`config.mk`:
```
export PLATFORM = sky130hd
export DESIGN_NAME = nmea_sentence_checksum_framer_core
export DESIGN_NICKNAME = d
export VERILOG_FILES = /design/src/hdl/nmea_ck_pkg.sv /design/src/hdl/nmea_sentence_checksum_framer_core.sv
export SDC_FILE = /design/constraint.sdc
export NUM_CORES = 1
export LEC_CHECK = 0
export BUFFER_PORTS_ARGS = -buffer_cell sky130_fd_sc_hd__buf_2
export CAP_MARGIN = 5
export CORE_AREA = 4 4 78 80
export CTS_CLUSTER_DIAMETER = 80
export DETAILED_ROUTE_END_ITERATION = 6
export DIE_AREA = 0 0 82 84
export PLACE_DENSITY = 0.8
export SETUP_SLACK_MARGIN = 0.05
export SLEW_MARGIN = 10
export SYNTH_ARGS = -nofsm -noshare
export SYNTH_HDL_FRONTEND = slang
export SYNTH_SLANG_ARGS = --single-unit
```
`constraint.sdc`:
```
create_clock -name aclk -period 4.4 [get_ports aclk]
set_input_delay 0.22 -clock aclk [delete_from_list [all_inputs] [get_ports aclk]]
set_output_delay 0.22 -clock aclk [all_outputs]
set_load 0.02 [all_outputs]
```
`src/hdl/nmea_ck_pkg.sv`:
```
// Shared constants, types and a helper function for the NMEA sentence checksum framer.
package nmea_ck_pkg;

    localparam logic [7:0] START_MARK      = 8'h24;
    localparam logic [7:0] END_MARK        = 8'h2A;
    localparam logic [7:0] MAX_LEN_DEFAULT = 8'd128;

    typedef enum logic [1:0] {
        ST_VALID    = 2'd0,
        ST_MISMATCH = 2'd1,
        ST_BADHEX   = 2'd2,
        ST_OVERFLOW = 2'd3
    } status_t;

    typedef struct packed {
        logic       ok;
        logic [3:0] val;
    } hex_t;

    // Decodes one ASCII hex digit; upper and lower case letters are both accepted.
    function automatic hex_t hex_decode(input logic [7:0] c);
        hex_t res;
        res.ok  = 1'b0;
        res.val = 4'd0;
        if (c >= 8'h30 && c <= 8'h39) begin
            res.ok  = 1'b1;
            res.val = 4'(c - 8'h30);
        end else if (c >= 8'h41 && c <= 8'h46) begin
            res.ok  = 1'b1;
            res.val = 4'(c - 8'h37);
        end else if (c >= 8'h61 && c <= 8'h66) begin
            res.ok  = 1'b1;
            res.val = 4'(c - 8'h57);
        end
        return res;
    endfunction

endpackage

```
`src/hdl/nmea_sentence_checksum_framer_core.sv`:
```
// Top level of the NMEA sentence checksum framer: framing state machine, input register and result register.

// The framer takes one received character per transaction on the s_ channel and
// sustains one character per clock while the m_ channel keeps up. A character is
// first captured in an input register. Once the result register is free, the
// framing logic (start-mark hunt, body XOR and length count, two hex checksum
// digits) updates the sentence state. When a sentence finishes, the same edge
// loads the result register, so m_valid rises as the last character is consumed.
// Each finished sentence yields exactly one result transaction: valid, checksum
// mismatch, bad hex digit (received_sum reads 0), or overflow when a body byte
// arrives while the body already holds max_sentence_len bytes (received_sum
// reads 0, body_len and computed_sum as counted so far). A '$' in a body
// restarts the sentence without a result; a '$' in place of a checksum digit
// reports a bad digit and also starts a new sentence. While a finished result
// waits in the result register, the character in the input register waits with
// it. The input register can still take one more character if it is empty, and
// after that s_ready stays low until m_ready takes the result. The length limit
// resets to 128 and should only be rewritten while no characters are in flight.
module nmea_sentence_checksum_framer_core (
    input  logic       aclk,
    input  logic       aresetn,

    input  logic       s_valid,
    output logic       s_ready,
    input  logic [7:0] s_rx_byte,

    output logic       m_valid,
    input  logic       m_ready,
    output logic [1:0] m_sentence_status,
    output logic [7:0] m_body_len,
    output logic [7:0] m_computed_sum,
    output logic [7:0] m_received_sum,

    input  logic       cfg_valid,
    output logic       cfg_ready,
    input  logic [7:0] cfg_max_sentence_len
);

    typedef enum logic [1:0] {
        PH_HUNT = 2'd0,
        PH_BODY = 2'd1,
        PH_HEX1 = 2'd2,
        PH_HEX2 = 2'd3
    } phase_t;

    // Sentence state.
    phase_t     phase_reg,        phase_next;
    logic [7:0] running_xor_reg,  running_xor_next;
    logic [7:0] length_count_reg, length_count_next;
    logic [3:0] high_nibble_reg,  high_nibble_next;
    logic [7:0] max_len_reg,      max_len_next;

    // Input register.
    logic       in_valid_reg,     in_valid_next;
    logic [7:0] in_byte_reg,      in_byte_next;

    // Result register.
    logic       out_valid_reg,    out_valid_next;
    logic [1:0] out_status_reg,   out_status_next;
    logic [7:0] out_len_reg,      out_len_next;
    logic [7:0] out_csum_reg,     out_csum_next;
    logic [7:0] out_rsum_reg,     out_rsum_next;

    logic                 out_free;
    logic                 proc;
    nmea_ck_pkg::hex_t    hex;
    logic                 is_start;
    logic                 is_end;

    // The character in the input register is processed whenever the result
    // register can take a possible result in the same edge.
    assign out_free = !out_valid_reg || m_ready;
    assign proc     = in_valid_reg && out_free;
    assign s_ready  = !in_valid_reg || out_free;
    assign cfg_ready = 1'b1;

    assign hex      = nmea_ck_pkg::hex_decode(in_byte_reg);
    assign is_start = (in_byte_reg == nmea_ck_pkg::START_MARK);
    assign is_end   = (in_byte_reg == nmea_ck_pkg::END_MARK);

    always_comb begin
        phase_next        = phase_reg;
        running_xor_next  = running_xor_reg;
        length_count_next = length_count_reg;
        high_nibble_next  = high_nibble_reg;
        max_len_next      = max_len_reg;

        in_valid_next     = in_valid_reg;
        in_byte_next      = in_byte_reg;

        out_valid_next    = out_valid_reg && !m_ready;
        out_status_next   = out_status_reg;
        out_len_next      = out_len_reg;
        out_csum_next     = out_csum_reg;
        out_rsum_next     = out_rsum_reg;

        if (cfg_valid) begin
            max_len_next = cfg_max_sentence_len;
        end

        if (s_ready) begin
            in_valid_next = s_valid;
            if (s_valid) begin
                in_byte_next = s_rx_byte;
            end
        end

        if (proc) begin
            // Sentence fields are sampled before this character updates them.
            out_len_next  = length_count_reg;
            out_csum_next = running_xor_reg;
            out_rsum_next = 8'd0;
            case (phase_reg)
                PH_HUNT: begin
                    if (is_start) begin
                        phase_next        = PH_BODY;
                        running_xor_next  = 8'd0;
                        length_count_next = 8'd0;
                        high_nibble_next  = 4'd0;
                    end
                end
                PH_BODY: begin
                    if (is_start) begin
                        running_xor_next  = 8'd0;
                        length_count_next = 8'd0;
                        high_nibble_next  = 4'd0;
                    end else if (is_end) begin
                        phase_next = PH_HEX1;
                    end else if (length_count_reg >= max_len_reg) begin
                        // The offending byte is dropped along with the sentence.
                        out_valid_next  = 1'b1;
                        out_status_next = nmea_ck_pkg::ST_OVERFLOW;
                        phase_next      = PH_HUNT;
                    end else begin
                        running_xor_next  = running_xor_reg ^ in_byte_reg;
                        length_count_next = length_count_reg + 8'd1;
                    end
                end
                PH_HEX1, PH_HEX2: begin
                    if (!hex.ok) begin
                        out_valid_next  = 1'b1;
                        out_status_next = nmea_ck_pkg::ST_BADHEX;
                        phase_next      = PH_HUNT;
                        if (is_start) begin
                            phase_next        = PH_BODY;
                            running_xor_next  = 8'd0;
                            length_count_next = 8'd0;
                            high_nibble_next  = 4'd0;
                        end
                    end else if (phase_reg == PH_HEX1) begin
                        high_nibble_next = hex.val;
                        phase_next       = PH_HEX2;
                    end else begin
                        out_valid_next  = 1'b1;
                        out_rsum_next   = {high_nibble_reg, hex.val};
                        out_status_next = ({high_nibble_reg, hex.val} == running_xor_reg) ?
                                          nmea_ck_pkg::ST_VALID : nmea_ck_pkg::ST_MISMATCH;
                        phase_next      = PH_HUNT;
                    end
                end
                default: begin
                    phase_next = PH_HUNT;
                end
            endcase
        end
    end

    always_ff @(posedge aclk) begin
        if (!aresetn) begin
            phase_reg        <= PH_HUNT;
            running_xor_reg  <= 8'd0;
            length_count_reg <= 8'd0;
            high_nibble_reg  <= 4'd0;
            max_len_reg      <= nmea_ck_pkg::MAX_LEN_DEFAULT;
            in_valid_reg     <= 1'b0;
            out_valid_reg    <= 1'b0;
        end else begin
            phase_reg        <= phase_next;
            running_xor_reg  <= running_xor_next;
            length_count_reg <= length_count_next;
            high_nibble_reg  <= high_nibble_next;
            max_len_reg      <= max_len_next;
            in_valid_reg     <= in_valid_next;
            out_valid_reg    <= out_valid_next;
        end
        in_byte_reg    <= in_byte_next;
        out_status_reg <= out_status_next;
        out_len_reg    <= out_len_next;
        out_csum_reg   <= out_csum_next;
        out_rsum_reg   <= out_rsum_next;
    end

    assign m_valid           = out_valid_reg;
    assign m_sentence_status = out_status_reg;
    assign m_body_len        = out_len_reg;
    assign m_computed_sum    = out_csum_reg;
    assign m_received_sum    = out_rsum_reg;

    // A new result can only appear after a character was held in the input register.
    a_result_has_source: assert property (@(posedge aclk) disable iff (!aresetn)
        $rose(out_valid_reg) |-> $past(in_valid_reg))
        else $error("result appeared without a processed character");

    // A valid status means the two sums agree.
    a_valid_sums_match: assert property (@(posedge aclk) disable iff (!aresetn)
        (out_valid_reg && out_status_reg == nmea_ck_pkg::ST_VALID)
        |-> (out_csum_reg == out_rsum_reg))
        else $error("valid status with differing sums");

    // Bad digit and overflow results carry no received checksum.
    a_error_rsum_zero: assert property (@(posedge aclk) disable iff (!aresetn)
        (out_valid_reg && (out_status_reg == nmea_ck_pkg::ST_BADHEX ||
                           out_status_reg == nmea_ck_pkg::ST_OVERFLOW))
        |-> (out_rsum_reg == 8'd0))
        else $error("error result with nonzero received checksum");

    // A processed start mark always opens a fresh, empty body.
    a_start_restarts: assert property (@(posedge aclk) disable iff (!aresetn)
        (proc && is_start) |=> (phase_reg == PH_BODY && length_count_reg == 8'd0 &&
                                running_xor_reg == 8'd0))
        else $error("start mark did not restart the sentence");

endmodule
```
# == After elaboration in Yosys (flattened, before gate mapping) ==
# Index checks and enable logic that the tools add are counted.
# totals
regBits,66
inputBits,21
output_inout_bits,29
wordCells,103
# classes
addsub,4
order_cmp,7
eq_ne,16
muxes,41
bitwise,3
n_reduce_logical,20
# ops
cell,count
$mux W8,10
$pmux W8 S3,2
$mux W2,11
$eq A8 B6 Y1 const B,2
$ge A8 B7 Y1 const B,2
$le A8 B7 Y1 const B,2
$mux W5,3
$ne A3 B3 Y1 const B,5
$mux W4,3
$ne A2 B2 Y1 const B,5
$add A8 B1 Y8 const B,1
$eq A8 B8 Y1,1
$ge A8 B6 Y1 const B,1
$ge A8 B8 Y1,1
$le A8 B6 Y1 const B,1
$mux W1,8
$pmux W4 S2,1
$reduce_and A4 Y1,2
$sub A4 B3 Y4 const B,2
$xor A8 B8 Y8,1
$pmux W2 S3,1
$reduce_and A6 Y1,1
$logic_and A1 B1 Y1,5
$eq A2 B2 Y1 const B,2
12 further kinds,18

# == Logic depth before layout (Yosys ltp) ==
# depth
ltp_word,10
ltp_mapped,10
mapped_depth_nobuf,8

# == Worst setup path before layout ==
# OpenSTA, ideal clock, no wires.
# synth_path
kind,reg-to-reg
from,register out_valid_reg (netlist: m_valid)
to,register high_nibble_reg[1]
setup_ps,71
arrival_time_ps,2370
required_ps,4329
slack_ps,1959
stages_incl_launch_ff,8
path_buffers,0
synth_period_minus_slack_ps,2441
cell_sequence,dfxtp_1 -> nor2b_1 -> or2b_2 -> inv_1 -> o21ai_0 -> o21bai_1 -> or3_1 -> o2bb2ai_1
# synth_between
elab_chain_len,4
# synth_lines
element,line,source
start: declaration,nmea_sentence_checksum_framer_core.sv:58,"logic out_valid_reg, out_valid_next;"
start signal: assignment,nmea_sentence_checksum_framer_core.sv:184,out_valid_reg <= out_valid_next;
$logic_not A1 Y1,nmea_sentence_checksum_framer_core.sv:72,assign out_free = !out_valid_reg || m_ready;
$logic_or A1 B1 Y1,nmea_sentence_checksum_framer_core.sv:72,
$logic_and A1 B1 Y1,nmea_sentence_checksum_framer_core.sv:73,assign proc = in_valid_reg && out_free;
via proc,nmea_sentence_checksum_framer_core.sv:65,logic proc;
$reduce_and A2 Y1 (no line),--,
end signal: assignment,nmea_sentence_checksum_framer_core.sv:181,high_nibble_reg <= high_nibble_next;
end: declaration,nmea_sentence_checksum_framer_core.sv:50,"logic [3:0] high_nibble_reg, high_nibble_next;"
# The timed path passes the listed nets, and every way through them passes these cells.
# A chain may end at the register's enable or synchronous reset.

# == Worst setup path after layout ==
# layout_path
from,register in_byte_reg[0]
to,"register out_status_reg[0] (netlist: m_sentence_status[0]), data pin"
# layout_between
elab_chain_len,10
elab_cells_between_ends,20
cone_classes,add/sub: 3; order compare: 6; eq/ne: 1; mux: 7; reduce/logical: 3
# layout_lines
element,line,source
start: declaration,nmea_sentence_checksum_framer_core.sv:55,"logic [7:0] in_byte_reg, in_byte_next;"
start signal: assignment,nmea_sentence_checksum_framer_core.sv:186,in_byte_reg <= in_byte_next;
$ge A8 B7 Y1 / $le A8 B7 Y1 (equally long branches),nmea_ck_pkg.sv:31,end else if (c >= 8'h61 && c <= 8'h66) begin
$logic_and A1 B1 Y1,nmea_ck_pkg.sv:31,
$mux W5,nmea_ck_pkg.sv:31,
$mux W5,nmea_ck_pkg.sv:28,end else if (c >= 8'h41 && c <= 8'h46) begin
$mux W5 (*),nmea_ck_pkg.sv:25,if (c >= 8'h30 && c <= 8'h39) begin
$eq A8 B8 Y1,nmea_sentence_checksum_framer_core.sv:156,"out_status_next = ({high_nibble_reg, hex.val} == running_xor_reg) ?"
$mux W1,nmea_sentence_checksum_framer_core.sv:156,
$mux W2,nmea_sentence_checksum_framer_core.sv:150,end else if (phase_reg == PH_HEX1) begin
$mux W2 (*),nmea_sentence_checksum_framer_core.sv:140,if (!hex.ok) begin
$pmux W2 S2 (*),nmea_sentence_checksum_framer_core.sv:113,case (phase_reg)
end signal: assignment,nmea_sentence_checksum_framer_core.sv:187,out_status_reg <= out_status_next;
end: declaration,nmea_sentence_checksum_framer_core.sv:59,"logic [1:0] out_status_reg, out_status_next;"
# Every way passes the cells marked *; elsewhere a longest branch is shown, timed or not. The select of a mux whose other input is x is not followed.

==> flow_summary.json <==
{
  "setup_ws_ns": 1.50,
  "grt_pass1_vias": 2068,
  "clock.fmax_ghz": 0.344,
  "diodes": 0,
  "layout_min_cycle_time_ns": 2.90,
  "post_synth_num_cell_types": 63,
  "worst_setup_path_start_kind": "flop",
  "report.final.slew_viol_count": 0,
  "num-nets-final": 359,
  "synth_top_flop_cell": "edfxtp_1",
  "wl_per_cell_um": 15.1,
  "hpwl_um": 4280,
  "fin_crit_sh": 0.660,
  "cp_slowest_cell": "edfxtp_1",
  "avgSynthCellArea_um2": 11.5,
  "cts_buffer_depth": 2,
  "io_pins": 50,
  "finalPower_mw": 1.32,
  "drv.max_cap_violation_count": 0,
  "finClkSkew_ns": 0.00752,
  "grt_start_max_net_pins": 27,
  "worst_pin_slew_ns": 0.877,
  "clock_sinks": 66,
  "drive_above_1_share": 0.238,
  "fp.dieH_um": 84,
  "hold_path.class": "input port to flop",
  "area_delta_synth_final_pct": 14.1,
  "cts_setup_buffers": 0,
  "ir_worst_vdd_mv": 0.210,
  "pwr_density_cell_nw_per_um2": 369,
  "rsz0062_at_grt": "no",
  "place_ws_ns": 1.58,
  "yosys_warnings": 0,
  "rows": 27,
  "final_cell_area_um2": 3580,
  "clk_pin_slew_ns": 0.06,
  "die_area_um2": 6890,
  "grt_overflow": 0,
  "core_region_area_um2": 5410,
  "cts_root_buf": "clkbuf_8",
  "drtAntennaViolNets": 0,
  "worstSetupPathType": "flop to flop",
  "initial_core_util": 0.581,
  "numPortBuffers": 48,
  "top_layer": "met4",
  "crit_arrival_ns": 2.99,
  "holdBufCountCts": 0,
  "grt_util_all_layers": 0.193,
  "path_delay_family": "compound AO/OA/AOI/OAI gates",
  "path_cells": "inv_1 > ha_1 > o21bai_1 > a21oi_1 > mux2i_1 > xnor2_1 > nor3_1 > a32oi_1",
  "utilization": 0.663,
  "chipWidth_um": 82,
  "dr.pass1.iters": 4,
  "fin_hold_ws_ns": 0.0472,
  "power.leakage_nw": 1.51,
  "synth_area_um2": 3140,
  "layout.cells.non_filler": 400,
  "drc": 0,
  "critPathMaxFanout": 10,
  "clock_latency_ns": 0.35,
  "route.met2.wl_um": 2810,
  "synthCells": 274,
  "h-tree-depth": 3,
  "vias": 2252,
  "numCtsBuffers": 9,
  "end_kind": "flop",
  "grt_pass1_wl_um": 9910,
  "routed-wl-met3_um": 426,
  "synth_nets": 309,
  "met1_length_um": 2650,
  "cts_resized": 0,
  "place_inst": 385,
  "path_buf_inv": 1,
  "tns_ns": 0,
  "status": "complete, no violations",
  "vias_per_cell": 5.63,
  "synth_edf_count": 34,
  "relSlewSlack": 0.410,
  "async_flop_share": 0,
  "seq_area_frac_synth": 0.529,
  "cts_tree": "built",
  "antenna_found_initial": 0,
  "setup_viol": 0,
  "synth-seq-cells": 66,
  "place_area_um2": 3380,
  "fill_cells": 438,
  "max_stage_delay_ns": 0.53,
  "finalHoldViolCount": 0,
  "drt_iter0_markers": 143,
  "routed_wl_um": 6050,
  "crit_required_ns": 4.48,
  "place_congestion": 0.943
}
## synthesized netlist by cell type (3+ instances only)
master,count,share of area
a21o_1,7,0.017
a21oi_1,15,0.024
and2_1,7,0.014
and3_1,3,0.0060
clkbuf_1,3,0.0036
dfxtp_1,32,0.20
edfxtp_1,34,0.33
ha_1,14,0.056
inv_1,13,0.016
mux2i_1,8,0.025
nand2_1,9,0.011
nand2b_1,3,0.0060
nand3_1,6,0.0096
nor2_1,21,0.025
nor3_1,5,0.0080
nor3b_1,4,0.0096
o21a_1,9,0.022
o21ai_0,15,0.024
o21ba_1,3,0.0096
o21bai_1,3,0.0072
o2bb2ai_1,3,0.0084
xnor2_1,5,0.014
xor2_1,5,0.014
## layout by cell type, fill, tap and decap left out, drive strengths merged, types with 4 or more instances in the layout
| cell | synthesis | layout |
|---|---|---|
| buf | 4 | 49 |
| edfxtp | 34 | 34 |
| dfxtp | 32 | 32 |
| nor2 | 21 | 21 |
| o21ai | 18 | 18 |
| a21oi | 16 | 16 |
| ha | 14 | 14 |
| inv | 13 | 13 |
| clkbuf | 5 | 12 |
| nand2 | 9 | 9 |
| o21a | 9 | 9 |
| mux2i | 8 | 8 |
| and2 | 8 | 8 |
| a21o | 8 | 8 |
| nand3 | 6 | 6 |
| nor3 | 5 | 5 |
| xnor2 | 5 | 5 |
| xor2 | 5 | 5 |
| nor3b | 4 | 4 |
## area by class of cell
class | count | area (µm²) | share of cell area
timing repair buffer | 49 | 248 | 0.0691
clock inverter | 3 | 65.1 | 0.0182
multi-input combinational | 185 | 1340 | 0.373
clock buffer | 12 | 135 | 0.0377
tap | 72 | 90.1 | 0.0251
inverter | 13 | 48.8 | 0.0136
sequential | 66 | 1660 | 0.464
## worst register-to-register path, stage by stage, from the launching register on
cell and delay, ns:
edfxtp_1 0.53, inv_1 0.21, ha_1 0.24, o21bai_1 0.09
a21oi_1 0.53, mux2i_1 0.53, xnor2_1 0.13, nor3_1 0.24
a32oi_1 0.14
## routing by layer
metal | vias up | GRT usage
met3 | 11 | 0.0454
met5 | - | 0
met2 | 77 | 0.287
met1 | 1057 | 0.259
li1 | 1107 | -
met4 | 0 | 0.0967
## where the power goes
| part | switching (mW) | internal, mW | total, mW | leakage, nW |
|---|---|---|---|---|
| Clock | 0.210 | 0.315 | 0.526 | 0.100 |
| Combinational | 0.0625 | 0.0441 | 0.107 | 0.820 |
| Sequential | 0.0207 | 0.671 | 0.692 | 0.585 |
## path summary, 6_finish.rpt
path | endpoint | cells after the start | slack, ns | startpoint
setup / recovery | m_sentence_status[0] | 8 | 1.50 | in_byte_reg[0]
hold reg to reg | max_len_reg[2] | 2 | 0.49 | max_len_reg[2]
hold / removal | in_byte_reg[1] | 1 | 0.05 | s_rx_byte[1]
setup reg to reg | m_sentence_status[0] | 8 | 1.50 | in_byte_reg[0]
## logic make-up after synthesis
logic type,after synthesis,share of synthesized area
other,1,0.00119
AO/OA/AOI/OAI,78,0.176
XOR/XNOR,10,0.0279
flip-flops,66,0.529
adder cells (fa/ha/maj),14,0.0558
AND/OR/NAND/NOR,72,0.131
buffers and inverters,23,0.0454
multiplexers,10,0.0327
(Power assumes the default switching activity.)
